<file path="src/rtl/fpfa_pkg.sv">
// Shared types and constants of the fixed-partition fit allocator.
// No dependencies; used by the top level fixed_partition_fit_allocator.
package fpfa_pkg;

  // Widths of the stream fields.
  localparam int unsigned SizeW    = 16;
  localparam int unsigned IndexW   = 5;
  localparam int unsigned InDataW  = 16;
  localparam int unsigned OutDataW = 40;

  // Fit policy codes held in the configuration register.
  localparam logic [1:0] PolFirst = 2'd0;
  localparam logic [1:0] PolBest  = 2'd1;
  localparam logic [1:0] PolWorst = 2'd2;

  // Request kinds carried on the input tuser.
  localparam logic ModeLoad  = 1'b0;
  localparam logic ModeAlloc = 1'b1;

  // Control sequencer states.
  typedef enum logic [1:0] {
    ST_IDLE,
    ST_SCAN,
    ST_RESULT
  } state_e;

endpackage

</file>
<file path="src/rtl/fixed_partition_fit_allocator.sv">
// Fixed-partition allocator with first, best and worst fit policies.
// Depends on fpfa_pkg and on fpfa_ram for the partition size table.
//
//  channel   dir  handshake                 payload
//  -------   ---  ------------------------  ------------------------------------
//  s_axis    in   s_axis_tvalid/tready      tuser: mode; tdata: size
//  m_axis    out  m_axis_tvalid/tready      tuser: fit_found; tdata: index,
//                                           block size, leftover
//  cfg       in   cfg_valid/cfg_ready       cfg_data: fit_policy
//
// A load request writes the next size table entry while one is free. An
// allocate request scans the loaded partitions: the size table memory is
// read one entry per cycle, compared after its read, and the pick is posted.
// The result register lets a new request enter while the previous result
// waits; a stalled output holds the sequencer only when the next result is
// ready. Reset clears the count, the used flags, the policy and all valids.
module fixed_partition_fit_allocator #(
  parameter int unsigned BLOCKS    = 32,
  parameter int unsigned SIZE_BITS = 16
) (
  input  logic                          clk_i,
  input  logic                          rst_ni,
  // Requests: tuser = mode; tdata = size[15:0].
  input  logic                          s_axis_tvalid_i,
  output logic                          s_axis_tready_o,
  input  logic                          s_axis_tuser_i,
  input  logic [fpfa_pkg::InDataW-1:0]  s_axis_tdata_i,
  // Results: tuser = fit_found; tdata = block_index[4:0], block_size[20:5],
  // leftover[36:21], zero [39:37].
  output logic                          m_axis_tvalid_o,
  input  logic                          m_axis_tready_i,
  output logic                          m_axis_tuser_o,
  output logic [fpfa_pkg::OutDataW-1:0] m_axis_tdata_o,
  // Configuration: cfg_data = fit_policy.
  input  logic                          cfg_valid_i,
  output logic                          cfg_ready_o,
  input  logic [1:0]                    cfg_data_i
);

  localparam int unsigned IdxW = (BLOCKS > 1) ? $clog2(BLOCKS) : 1;
  localparam int unsigned CntW = $clog2(BLOCKS + 1);
  localparam int unsigned SzW  = fpfa_pkg::SizeW;
  localparam int unsigned IxW  = fpfa_pkg::IndexW;

  fpfa_pkg::state_e state_q, state_d;

  logic [1:0]           policy_q;
  logic [CntW-1:0]      count_q, count_d;
  logic [BLOCKS-1:0]    used_q;
  logic [SIZE_BITS-1:0] req_q, req_d;
  logic [CntW-1:0]      issue_q, issue_d;
  logic                 cmp_vld_q, cmp_vld_d;
  logic [IdxW-1:0]      cmp_idx_q, cmp_idx_d;
  logic                 found_q, found_d;
  logic [IdxW-1:0]      pick_q, pick_d;
  logic [SIZE_BITS-1:0] pick_size_q, pick_size_d;
  logic [SIZE_BITS-1:0] pick_left_q, pick_left_d;

  logic                 out_valid_q;
  logic                 out_found_q;
  logic [IxW-1:0]       out_index_q;
  logic [SzW-1:0]       out_size_q;
  logic [SzW-1:0]       out_left_q;

  logic                 in_fire;
  logic                 do_load;
  logic                 do_alloc;
  logic                 issue_more;
  logic                 post_go;
  logic                 ram_we;
  logic [IdxW-1:0]      ram_addr;
  logic [SIZE_BITS-1:0] ram_rdata;
  logic [SIZE_BITS-1:0] in_size;
  logic [SIZE_BITS+SzW-1:0] in_size_ext;
  logic                 cand_fit;
  logic [SIZE_BITS-1:0] cand_left;
  logic                 cand_take;
  logic [IdxW+IxW-1:0]  pick_ext;
  logic [SIZE_BITS+SzW-1:0] size_ext;
  logic [SIZE_BITS+SzW-1:0] left_ext;

  // Input request decode; sizes are held to SIZE_BITS bits.
  assign in_fire     = s_axis_tvalid_i && s_axis_tready_o;
  assign do_load     = in_fire && (s_axis_tuser_i == fpfa_pkg::ModeLoad);
  assign do_alloc    = in_fire && (s_axis_tuser_i == fpfa_pkg::ModeAlloc);
  assign in_size_ext = {{SIZE_BITS{1'b0}}, s_axis_tdata_i[SzW-1:0]};
  assign in_size     = in_size_ext[SIZE_BITS-1:0];
  assign issue_more  = (issue_q < count_q);
  assign post_go     = !out_valid_q || m_axis_tready_i;

  // Size table: written by loads, read once per cycle during a scan.
  assign ram_we   = do_load && (count_q < CntW'(BLOCKS));
  assign ram_addr = (state_q == fpfa_pkg::ST_IDLE) ? count_q[IdxW-1:0]
                                                   : issue_q[IdxW-1:0];

  fpfa_ram #(
    .WIDTH (SIZE_BITS),
    .DEPTH (BLOCKS)
  ) u_size_ram (
    .clk_i   (clk_i),
    .we_i    (ram_we),
    .addr_i  (ram_addr),
    .wdata_i (in_size),
    .rdata_o (ram_rdata)
  );

  // Candidate evaluation on the entry read in the previous cycle.
  assign cand_fit  = cmp_vld_q && !used_q[cmp_idx_q] && (ram_rdata >= req_q);
  assign cand_left = ram_rdata - req_q;

  always_comb begin
    cand_take = 1'b0;
    if (cand_fit) begin
      if (!found_q) begin
        cand_take = 1'b1;
      end else begin
        case (policy_q)
          fpfa_pkg::PolBest:  cand_take = (cand_left < pick_left_q);
          fpfa_pkg::PolWorst: cand_take = (cand_left > pick_left_q);
          default:            cand_take = 1'b0;
        endcase
      end
    end
  end

  // Next state of the sequencer.
  always_comb begin
    state_d = state_q;
    case (state_q)
      fpfa_pkg::ST_IDLE: begin
        if (do_alloc) begin
          state_d = fpfa_pkg::ST_SCAN;
        end
      end
      fpfa_pkg::ST_SCAN: begin
        if (!issue_more && !cmp_vld_q) begin
          state_d = fpfa_pkg::ST_RESULT;
        end
      end
      fpfa_pkg::ST_RESULT: begin
        if (post_go) begin
          state_d = fpfa_pkg::ST_IDLE;
        end
      end
      default: state_d = fpfa_pkg::ST_IDLE;
    endcase
  end

  // Datapath controls of the sequencer.
  always_comb begin
    count_d     = count_q;
    req_d       = req_q;
    issue_d     = issue_q;
    cmp_vld_d   = 1'b0;
    cmp_idx_d   = cmp_idx_q;
    found_d     = found_q;
    pick_d      = pick_q;
    pick_size_d = pick_size_q;
    pick_left_d = pick_left_q;
    case (state_q)
      fpfa_pkg::ST_IDLE: begin
        if (ram_we) begin
          count_d = count_q + CntW'(1);
        end
        if (do_alloc) begin
          req_d   = in_size;
          issue_d = '0;
          found_d = 1'b0;
        end
      end
      fpfa_pkg::ST_SCAN: begin
        if (issue_more) begin
          cmp_vld_d = 1'b1;
          cmp_idx_d = issue_q[IdxW-1:0];
          issue_d   = issue_q + CntW'(1);
        end
        if (cand_take) begin
          found_d     = 1'b1;
          pick_d      = cmp_idx_q;
          pick_size_d = ram_rdata;
          pick_left_d = cand_left;
        end
      end
      default: begin
      end
    endcase
  end

  // Control registers.
  always_ff @(posedge clk_i or negedge rst_ni) begin
    if (!rst_ni) begin
      state_q   <= fpfa_pkg::ST_IDLE;
      policy_q  <= fpfa_pkg::PolFirst;
      count_q   <= '0;
      used_q    <= '0;
      cmp_vld_q <= 1'b0;
      found_q   <= 1'b0;
      out_valid_q <= 1'b0;
    end else begin
      state_q   <= state_d;
      count_q   <= count_d;
      cmp_vld_q <= cmp_vld_d;
      found_q   <= found_d;
      if (cfg_valid_i && cfg_ready_o) begin
        policy_q <= cfg_data_i;
      end
      if (state_q == fpfa_pkg::ST_RESULT && post_go) begin
        out_valid_q <= 1'b1;
        if (found_q) begin
          used_q[pick_q] <= 1'b1;
        end
      end else if (m_axis_tready_i) begin
        out_valid_q <= 1'b0;
      end
    end
  end

  // Payload registers.
  assign pick_ext = {{IxW{1'b0}}, pick_q};
  assign size_ext = {{SzW{1'b0}}, pick_size_q};
  assign left_ext = {{SzW{1'b0}}, pick_left_q};

  always_ff @(posedge clk_i) begin
    req_q       <= req_d;
    issue_q     <= issue_d;
    cmp_idx_q   <= cmp_idx_d;
    pick_q      <= pick_d;
    pick_size_q <= pick_size_d;
    pick_left_q <= pick_left_d;
    if (state_q == fpfa_pkg::ST_RESULT && post_go) begin
      out_found_q <= found_q;
      out_index_q <= found_q ? pick_ext[IxW-1:0] : '0;
      out_size_q  <= found_q ? size_ext[SzW-1:0] : '0;
      out_left_q  <= found_q ? left_ext[SzW-1:0] : '0;
    end
  end

  // Port drive.
  assign s_axis_tready_o = (state_q == fpfa_pkg::ST_IDLE);
  assign cfg_ready_o     = 1'b1;
  assign m_axis_tvalid_o = out_valid_q;
  assign m_axis_tuser_o  = out_found_q;
  assign m_axis_tdata_o  = {3'b000, out_left_q, out_size_q, out_index_q};

  // A compare slot only exists while a scan is running.
  a_cmp_in_scan : assert property (@(posedge clk_i) disable iff (!rst_ni)
    cmp_vld_q |-> (state_q == fpfa_pkg::ST_SCAN))
    else $error("compare slot valid outside a scan");

  // The table never holds more partitions than it has entries.
  a_count_bound : assert property (@(posedge clk_i) disable iff (!rst_ni)
    count_q <= CntW'(BLOCKS))
    else $error("partition count beyond table depth");

  // A granted partition was free and large enough.
  a_grant_free : assert property (@(posedge clk_i) disable iff (!rst_ni)
    (state_q == fpfa_pkg::ST_RESULT && found_q) |->
      (!used_q[pick_q] && (pick_size_q >= req_q)))
    else $error("granted partition is used or too small");

  // Posting a grant marks its partition used in the next cycle.
  a_grant_marks : assert property (@(posedge clk_i) disable iff (!rst_ni)
    (state_q == fpfa_pkg::ST_RESULT && post_go && found_q) |=>
      used_q[$past(pick_q)])
    else $error("granted partition not marked used");

endmodule

</file>
<file path="src/rtl/fpfa_ram.sv">
// Generic single-port synchronous RAM with a registered read.
// No dependencies; holds the partition size table of the allocator.
module fpfa_ram #(
  parameter int unsigned WIDTH = 16,
  parameter int unsigned DEPTH = 32
) (
  input  logic                                clk_i,
  input  logic                                we_i,
  input  logic [(DEPTH > 1 ? $clog2(DEPTH) : 1)-1:0] addr_i,
  input  logic [WIDTH-1:0]                    wdata_i,
  output logic [WIDTH-1:0]                    rdata_o
);

  logic [WIDTH-1:0] mem_q [DEPTH];

  // Write if enabled; the read always returns the old contents.
  always_ff @(posedge clk_i) begin
    if (we_i) begin
      mem_q[addr_i] <= wdata_i;
    end
    rdata_o <= mem_q[addr_i];
  end

endmodule
</file>
<file path="config.mk">
export PLATFORM = sky130hd
export DESIGN_NAME = fixed_partition_fit_allocator
export DESIGN_NICKNAME = d
export VERILOG_FILES = /design/src/rtl/fpfa_pkg.sv /design/src/rtl/fixed_partition_fit_allocator.sv /design/src/rtl/fpfa_ram.sv
export SDC_FILE = /design/constraint.sdc
export NUM_CORES = 1
export LEC_CHECK = 0
export BUFFER_PORTS_ARGS = -buffer_cell sky130_fd_sc_hd__buf_2
export CAP_MARGIN = 40
export CORE_ASPECT_RATIO = 0.8
export CORE_UTILIZATION = 45
export DETAILED_ROUTE_END_ITERATION = 12
export PLACE_DENSITY = 0.7
export SLEW_MARGIN = 20
export SYNTH_ARGS = -nofsm -noshare
export SYNTH_HDL_FRONTEND = slang
export SYNTH_SLANG_ARGS = --single-unit
</file>
<file path="constraint.sdc">
create_clock -name clk_i -period 5.6 [get_ports clk_i]
set_input_delay 0.56 -clock clk_i [delete_from_list [all_inputs] [get_ports clk_i]]
set_output_delay 0.56 -clock clk_i [all_outputs]
set_load 0.005 [all_outputs]
</file>
# Word level (Yosys, flattened, before mapping)
# Memory sizes are Yosys's and may differ from the RTL's. A register that Yosys moved wholly into a read port is not among the register bits.
# Cells that the tools add are included.
# Widths: inputs -> output; s select.
[word_totals]
ff_bits = 147
mem_bits_rw = 512
mem_count = 1
elab_cells = 89
[mem_list]
columns = ["name", "words", "word_bits", "read_ports", "rd_ports_with_merged_regs", "wr", "line_no", "text"]
rows = [
  ["u_size_ram.mem_q", 32, 16, 1, 1, 1, "fpfa_ram.sv:14", "logic [WIDTH-1:0] mem_q [DEPTH];"],
]
[op_classes]
n_bitwise = 2
add_sub_neg = 3
reduce_logical = 25
magnitude_cmp = 8
muxes = 24
n_eq_ne = 9
[op_table]
columns = ["operator", "count"]
rows = [
  ["$or 32x32->32", 1],
  ["$ge 16x16->1", 1],
  ["$gt 16x16->1", 1],
  ["$lt 16x16->1", 1],
  ["$sub 16x16->16", 1],
  ["$add 6x1->6 const B", 2],
  ["$lt 5x6->1 const B", 2],
  ["$mux 1", 12],
  ["$mux 6", 2],
  ["$pmux 6 s2", 1],
  ["$reduce_and 2->1", 5],
  ["$logic_and 1x1->1", 9],
  ["$reduce_and 3->1", 3],
  ["$ne 2x2->1 const B", 4],
  ["$lt 6x6->1", 1],
  ["$lt 6x6->1 const B", 1],
  ["$mux 2", 3],
  ["$pmux 2 s3", 1],
  ["$bmux 1 s5", 1],
  ["$demux 1 s5", 1],
  ["$ge 5x1->1 const B", 1],
  ["$mux 5", 1],
  ["$eq 2x1->1 const B", 2],
  ["$eq 2x2->1 const B", 2],
  ["7 further kinds", 12],
]

# Logic depth before layout (Yosys ltp)
[logic_depth]
word_depth = 8
ltp_mapped = 18
ltp_nobuf = 17

# Modules after synthesis
# Synthesis repeated with hierarchy kept, for this count alone.
[hier_totals]
cells_unflattened = 1609
area_unflattened_um2 = 26945.8
[modules_own_cells]
columns = ["module", "instances", "cells_each", "area_each_um2", "seq_area_each_um2"]
rows = [
  ["fpfa_ram", 1, 1086, 20093.0, 15695.1],
  ["fixed_partition_fit_allocator", 1, 523, 6852.8, 4189.0],
]

# Worst setup path after synthesis
# OpenSTA, ideal clock, no wires.
[synth_path]
path_type = "register -> register"
start = "reg req_q[3]"
end = "reg pick_left_q[0] (enable)"
synth_period_minus_slack_ns = 5.434
n_path_buf = 0
stages_incl_launch_ff = 14
arrival_ns = 4.980
setup_ns = 0.454
required_ns = 5.146
path_slack_ns = 0.166
cell_sequence = "edfxtp_1 -> inv_1 -> ha_1 -> a21oi_1 -> inv_1 -> o31ai_1 -> a31oi_1 -> or4b_2 -> nand3_1 -> ha_1 -> and4_1 -> a221oi_1 -> nand4b_1 -> a31oi_1"
[synth_via]
elab_chain_cells = 6
word_cells_on_any_way = 9
[synth_lines]
columns = ["item", "line_no", "text"]
rows = [
  ["from (decl)", "fixed_partition_fit_allocator.sv:50", "logic [SIZE_BITS-1:0] req_q, req_d;"],
  ["from (signal assigned)", "fixed_partition_fit_allocator.sv:224", "req_q <= req_d;"],
  ["$sub 16x16->16 *", "fixed_partition_fit_allocator.sv:109", "assign cand_left = ram_rdata - req_q;"],
  ["named net cand_left[15]", "fixed_partition_fit_allocator.sv:76", "logic [SIZE_BITS-1:0] cand_left;"],
  ["$gt 16x16->1 / $lt 16x16->1 (equally long branches)", "fixed_partition_fit_allocator.sv:119, fixed_partition_fit_allocator.sv:118", ""],
  ["$pmux 1 s2 *", "fixed_partition_fit_allocator.sv:117", "case (policy_q)"],
  ["$mux 1 *", "fixed_partition_fit_allocator.sv:114", "if (!found_q) begin"],
  ["$mux 1 *", "fixed_partition_fit_allocator.sv:113", "if (cand_fit) begin"],
  ["$reduce_and 2->1 (no line) *", "n/a", ""],
  ["to (signal assigned)", "fixed_partition_fit_allocator.sv:229", "pick_left_q <= pick_left_d;"],
  ["to (decl)", "fixed_partition_fit_allocator.sv:57", "logic [SIZE_BITS-1:0] pick_left_q, pick_left_d;"],
]
# Mark *: on every way through the listed nets, which the timed path passes. The rest lies on a longest branch.
# A chain may end at the register's enable or synchronous reset.

# Worst setup path after layout
[layout_path]
start = "reg req_q[3]"
end = "reg pick_size_q[5] (enable)"
[layout_via]
elab_chain_cells = 6
word_cells_on_any_way = 9
[layout_lines]
columns = ["item", "line_no", "text"]
rows = [
  ["$sub 16x16->16 *", "fixed_partition_fit_allocator.sv:109", ""],
  ["named net cand_left[15]", "fixed_partition_fit_allocator.sv:76", ""],
  ["$gt 16x16->1 / $lt 16x16->1 (equally long branches)", "fixed_partition_fit_allocator.sv:119, fixed_partition_fit_allocator.sv:118", ""],
  ["$pmux 1 s2 *", "fixed_partition_fit_allocator.sv:117", ""],
  ["$mux 1 *", "fixed_partition_fit_allocator.sv:114", ""],
  ["$mux 1 *", "fixed_partition_fit_allocator.sv:113", ""],
  ["$reduce_and 2->1 (no line) *", "n/a", ""],
  ["to (signal assigned)", "fixed_partition_fit_allocator.sv:228", "pick_size_q <= pick_size_d;"],
  ["to (decl)", "fixed_partition_fit_allocator.sv:56", "logic [SIZE_BITS-1:0] pick_size_q, pick_size_d;"],
]
# Marked as above.

==> flow_summary_export.csv <==
group,metric,value,unit
worst_setup_path,required,5830,ps
worst_setup_path,crit_buf_inv,3,
timing,rsz0062_at_grt,"no",
worst_setup_path,r2r-start,"req_q[3]",
worst_setup_path,worstPathMaxFanout,37,
worst_setup_path,r2r_end,"pick_size_q[5]",
synth,ys.flop_type,"edfxtp_1",
detailed_routing,drc,0,
cts,tritoncts,"yes",
global_route,grt_pass1_wl,90100,um
detailed_routing,via_count,14700,
timing,fin_crit,4410,ps
cts,clkSinkCount,675,
timing,fin_ws,1190,ps
timing,worst_pin_slew,907,ps
final_layout,syn_to_final_growth,13.4,%
final_layout,finalNonFillerCells,2436,
worst_setup_path,cp-start-kind,"register",
detailed_routing,via_per_inst,6.02,
synth,synth_edf_count,614,
worst_hold_path,min_path_type,"primary input to register",
worst_setup_path,cpMaxStageDelayCell,"or4b_2",
global_route,grt_pass1_vias,14100,
synth,synth_top_cell_by_area,"edfxtp_1",
global_route,grt_use_total,0.205,
global_route,antenna_found_initial,8,
timing,tns,0,ps
timing,slew_headroom,0.395,
worst_setup_path,cpLargestDelayFamily,"compound AO/OA/AOI/OAI gates",
final_layout,num-fill-cells,4507,
detailed_routing,drt-total-wl,60400,um
placement,dp_hpwl,35600,um
cts,cts_setup_buffers,0,
pwr,vdd_drop_max,0.428,mV
timing,finClkSkew,22.4,ps
die,start_util,0.457,
synth,synth.most_common_cell,"edfxtp_1",
cts,root_buffer,"clkbuf_16",
final_layout,drive_above_1_share,0.142,
final_layout,utilization,0.518,
synth,yosysUniqueCellTypes,61,
pwr,power_density,481,nW/um2
timing,hold_viol,0,
detailed_routing,drt_iter0_markers,1714,
cts,clk_pin_slew,60,ps
final_layout,nets,1690,
synth,avgSynthCellArea,17.0,um2
worst_setup_path,regToRegSetupSlack,1190,ps
cts,max-clock-path-buffers,3,
final_layout,multi_input_area,5600,um2
die,io-pin-count,68,
outcome,status,"complete, no violations",
synth,ys.warnings.count,0,
worst_setup_path,critPathKind,"register to register",
die,die_area,58800,um2
run,drv_cap,0,
placement,gp_congestion,0.906,
die,core-area,56900,um2
placement,portBuffers,63,
detailed_routing,firstDrtPassIters,7,
worst_setup_path,cp_cell_sequence,"inv_1, ha_1, a21oi_1, inv_1, o31ai_1, a31oi_1, or4b_2, nand3_1, ha_1, and4_1, a221oi_1, nand4b_1, a31oi_4, buf_4",
detailed_routing,ant_nets,0,
worst_setup_path,reg2regPathDepth,14,
timing,drv_slew,0,
timing,whs,196,ps
timing,setup_violations,0,
worst_setup_path,end_kind,"register",
worst_hold_path,holdCritStartpoint,"m_axis_tready_i",
placement,pre_cts_slack,1230,ps
timing,period_share,0.787,
synth,synth_top_area_share,0.708,
synth,syn_area,26000,um2
synth,ys_seq_area_frac,0.764,
synth,synthCells,1529,
detailed_routing,wire_per_inst,24.8,um
final_layout,stdcell_area,29500,um2
worst_hold_path,hold_depth,2,
placement,dp_cells,2313,
synth,synthArstFlopShare,0.0667,
pwr,fin_total_pwr,14.2,mW
global_route,grt_max_degree,130,
synth,synth_area_leaders,"edfxtp_1 (71%), a22o_1 (4.3%), dfrtp_1 (4.3%)",
timing,fmax,0.227,GHz
global_route,gr-total-overflow,0,
die,die_h,217,um
pwr,p_leak,10.3,nW
synth,yosys-top-cells-count,"edfxtp_1 (614), a22o_1 (129), a221oi_1 (122)",
worst_setup_path,max_stage_delay,640,ps
cts,cts_buffers,66,
synth,synth_seq_cells,675,
placement,place_area,27400,um2
worst_hold_path,holdPathEnd,"m_axis_tvalid_o",
die,rows,78,
cts,insertion_delay,610,ps
final_layout,seq_area,19900,um2
worst_setup_path,cp.arrival,4640,ps
die,fp.dieW,271,um
cts,htreeDepth,3,
[layer usage]
metal | vias up | track usage | share of wire
met3 | 108 | 0.0557 | 0.10
met1 | 7372 | 0.303 | 0.43
li1 | 6453 | - | -
met2 | 722 | 0.298 | 0.45
met5 | - | 0 | 0.00022
met4 | 2 | 0.0582 | 0.023
[kinds of logic (layout without fill, tap and decap cells)]
logic type,count (synthesis),count (layout),synth area share
DFF,675,675,0.764
AOI/OAI and AO/OA,432,432,0.134
and+or+nand+nor,210,210,0.0436
buffers and inverters,140,282,0.0236
adders and majority gates,42,42,0.0205
xor gates and xnor gates,18,18,0.00606
muxes,10,10,0.00803
other,2,7,0.000289
[worst max-delay path by stage]
stage | end | cells after the start | start | slack (ps)
floorplan | pick_left_q[0] | 13 | req_q[3] | 170
global placement | pick_size_q[9] | 14 | req_q[3] | 1360
detailed placement | pick_size_q[4] | 14 | req_q[3] | 1230
CTS | pick_size_q[4] | 14 | req_q[3] | 1220
global route | pick_left_q[7] | 14 | req_q[3] | 840
finish | pick_size_q[5] | 14 | req_q[3] | 1190
[power breakdown]
| group | switching (mW) | internal, mW |
|---|---|---|
| sequential | 0.199 | 5.82 |
| combinational | 2.46 | 1.45 |
| clock | 1.82 | 2.43 |
[timing repair]
action,in CTS,in global routing
endpoints found under the hold margin,16,0
resized for setup,0,0
hold buffers,1,0
[layout by cell type (no fill, tap or decap), types with 8 or more instances in the layout]
cell       Yosys  routed
buf_2         35      66
a21o_1        37      37
dfrtp_1       45      45
buf_4          8      39
ha_1          41      41
xnor2_1       10      10
xor2_1         8       8
clkbuf_16      0      69
clkinv_1       0      15
nor2_1        51      51
inv_1         46      46
clkbuf_1      49      10
o22ai_1       64      64
a22o_1       129     129
a221oi_2      10      10
o21ai_0       19      19
or4_1         17      17
clkinv_2       0      12
dfxtp_1       16      16
nand2b_1       8       8
and2_1        39      39
nand3_1       15      15
a221oi_1     122     122
a21oi_1       17      16
edfxtp_1     614     614
nand2_1       33      33
[cell type report]
type                    instances  area share
flip-flops and latches        675       0.674
clock buffers                  82      0.0612
well taps                     760      0.0322
inverters                      46     0.00585
multi-input cells             716       0.190
repair buffers                119      0.0283
clock inverters                35     0.00840
diodes                          3    0.000254
[flip-flops by register name, indices dropped and copies added (netlist names), 16 cells and up]
signal and count:
u_size_ram.mem_q 512, used_q 32, out_left_q 16, out_size_q 16, pick_left_q 16, pick_size_q 16
req_q 16, u_size_ram.rdata_o 16
No activity file was read; power rests on OpenSTA's default activity.
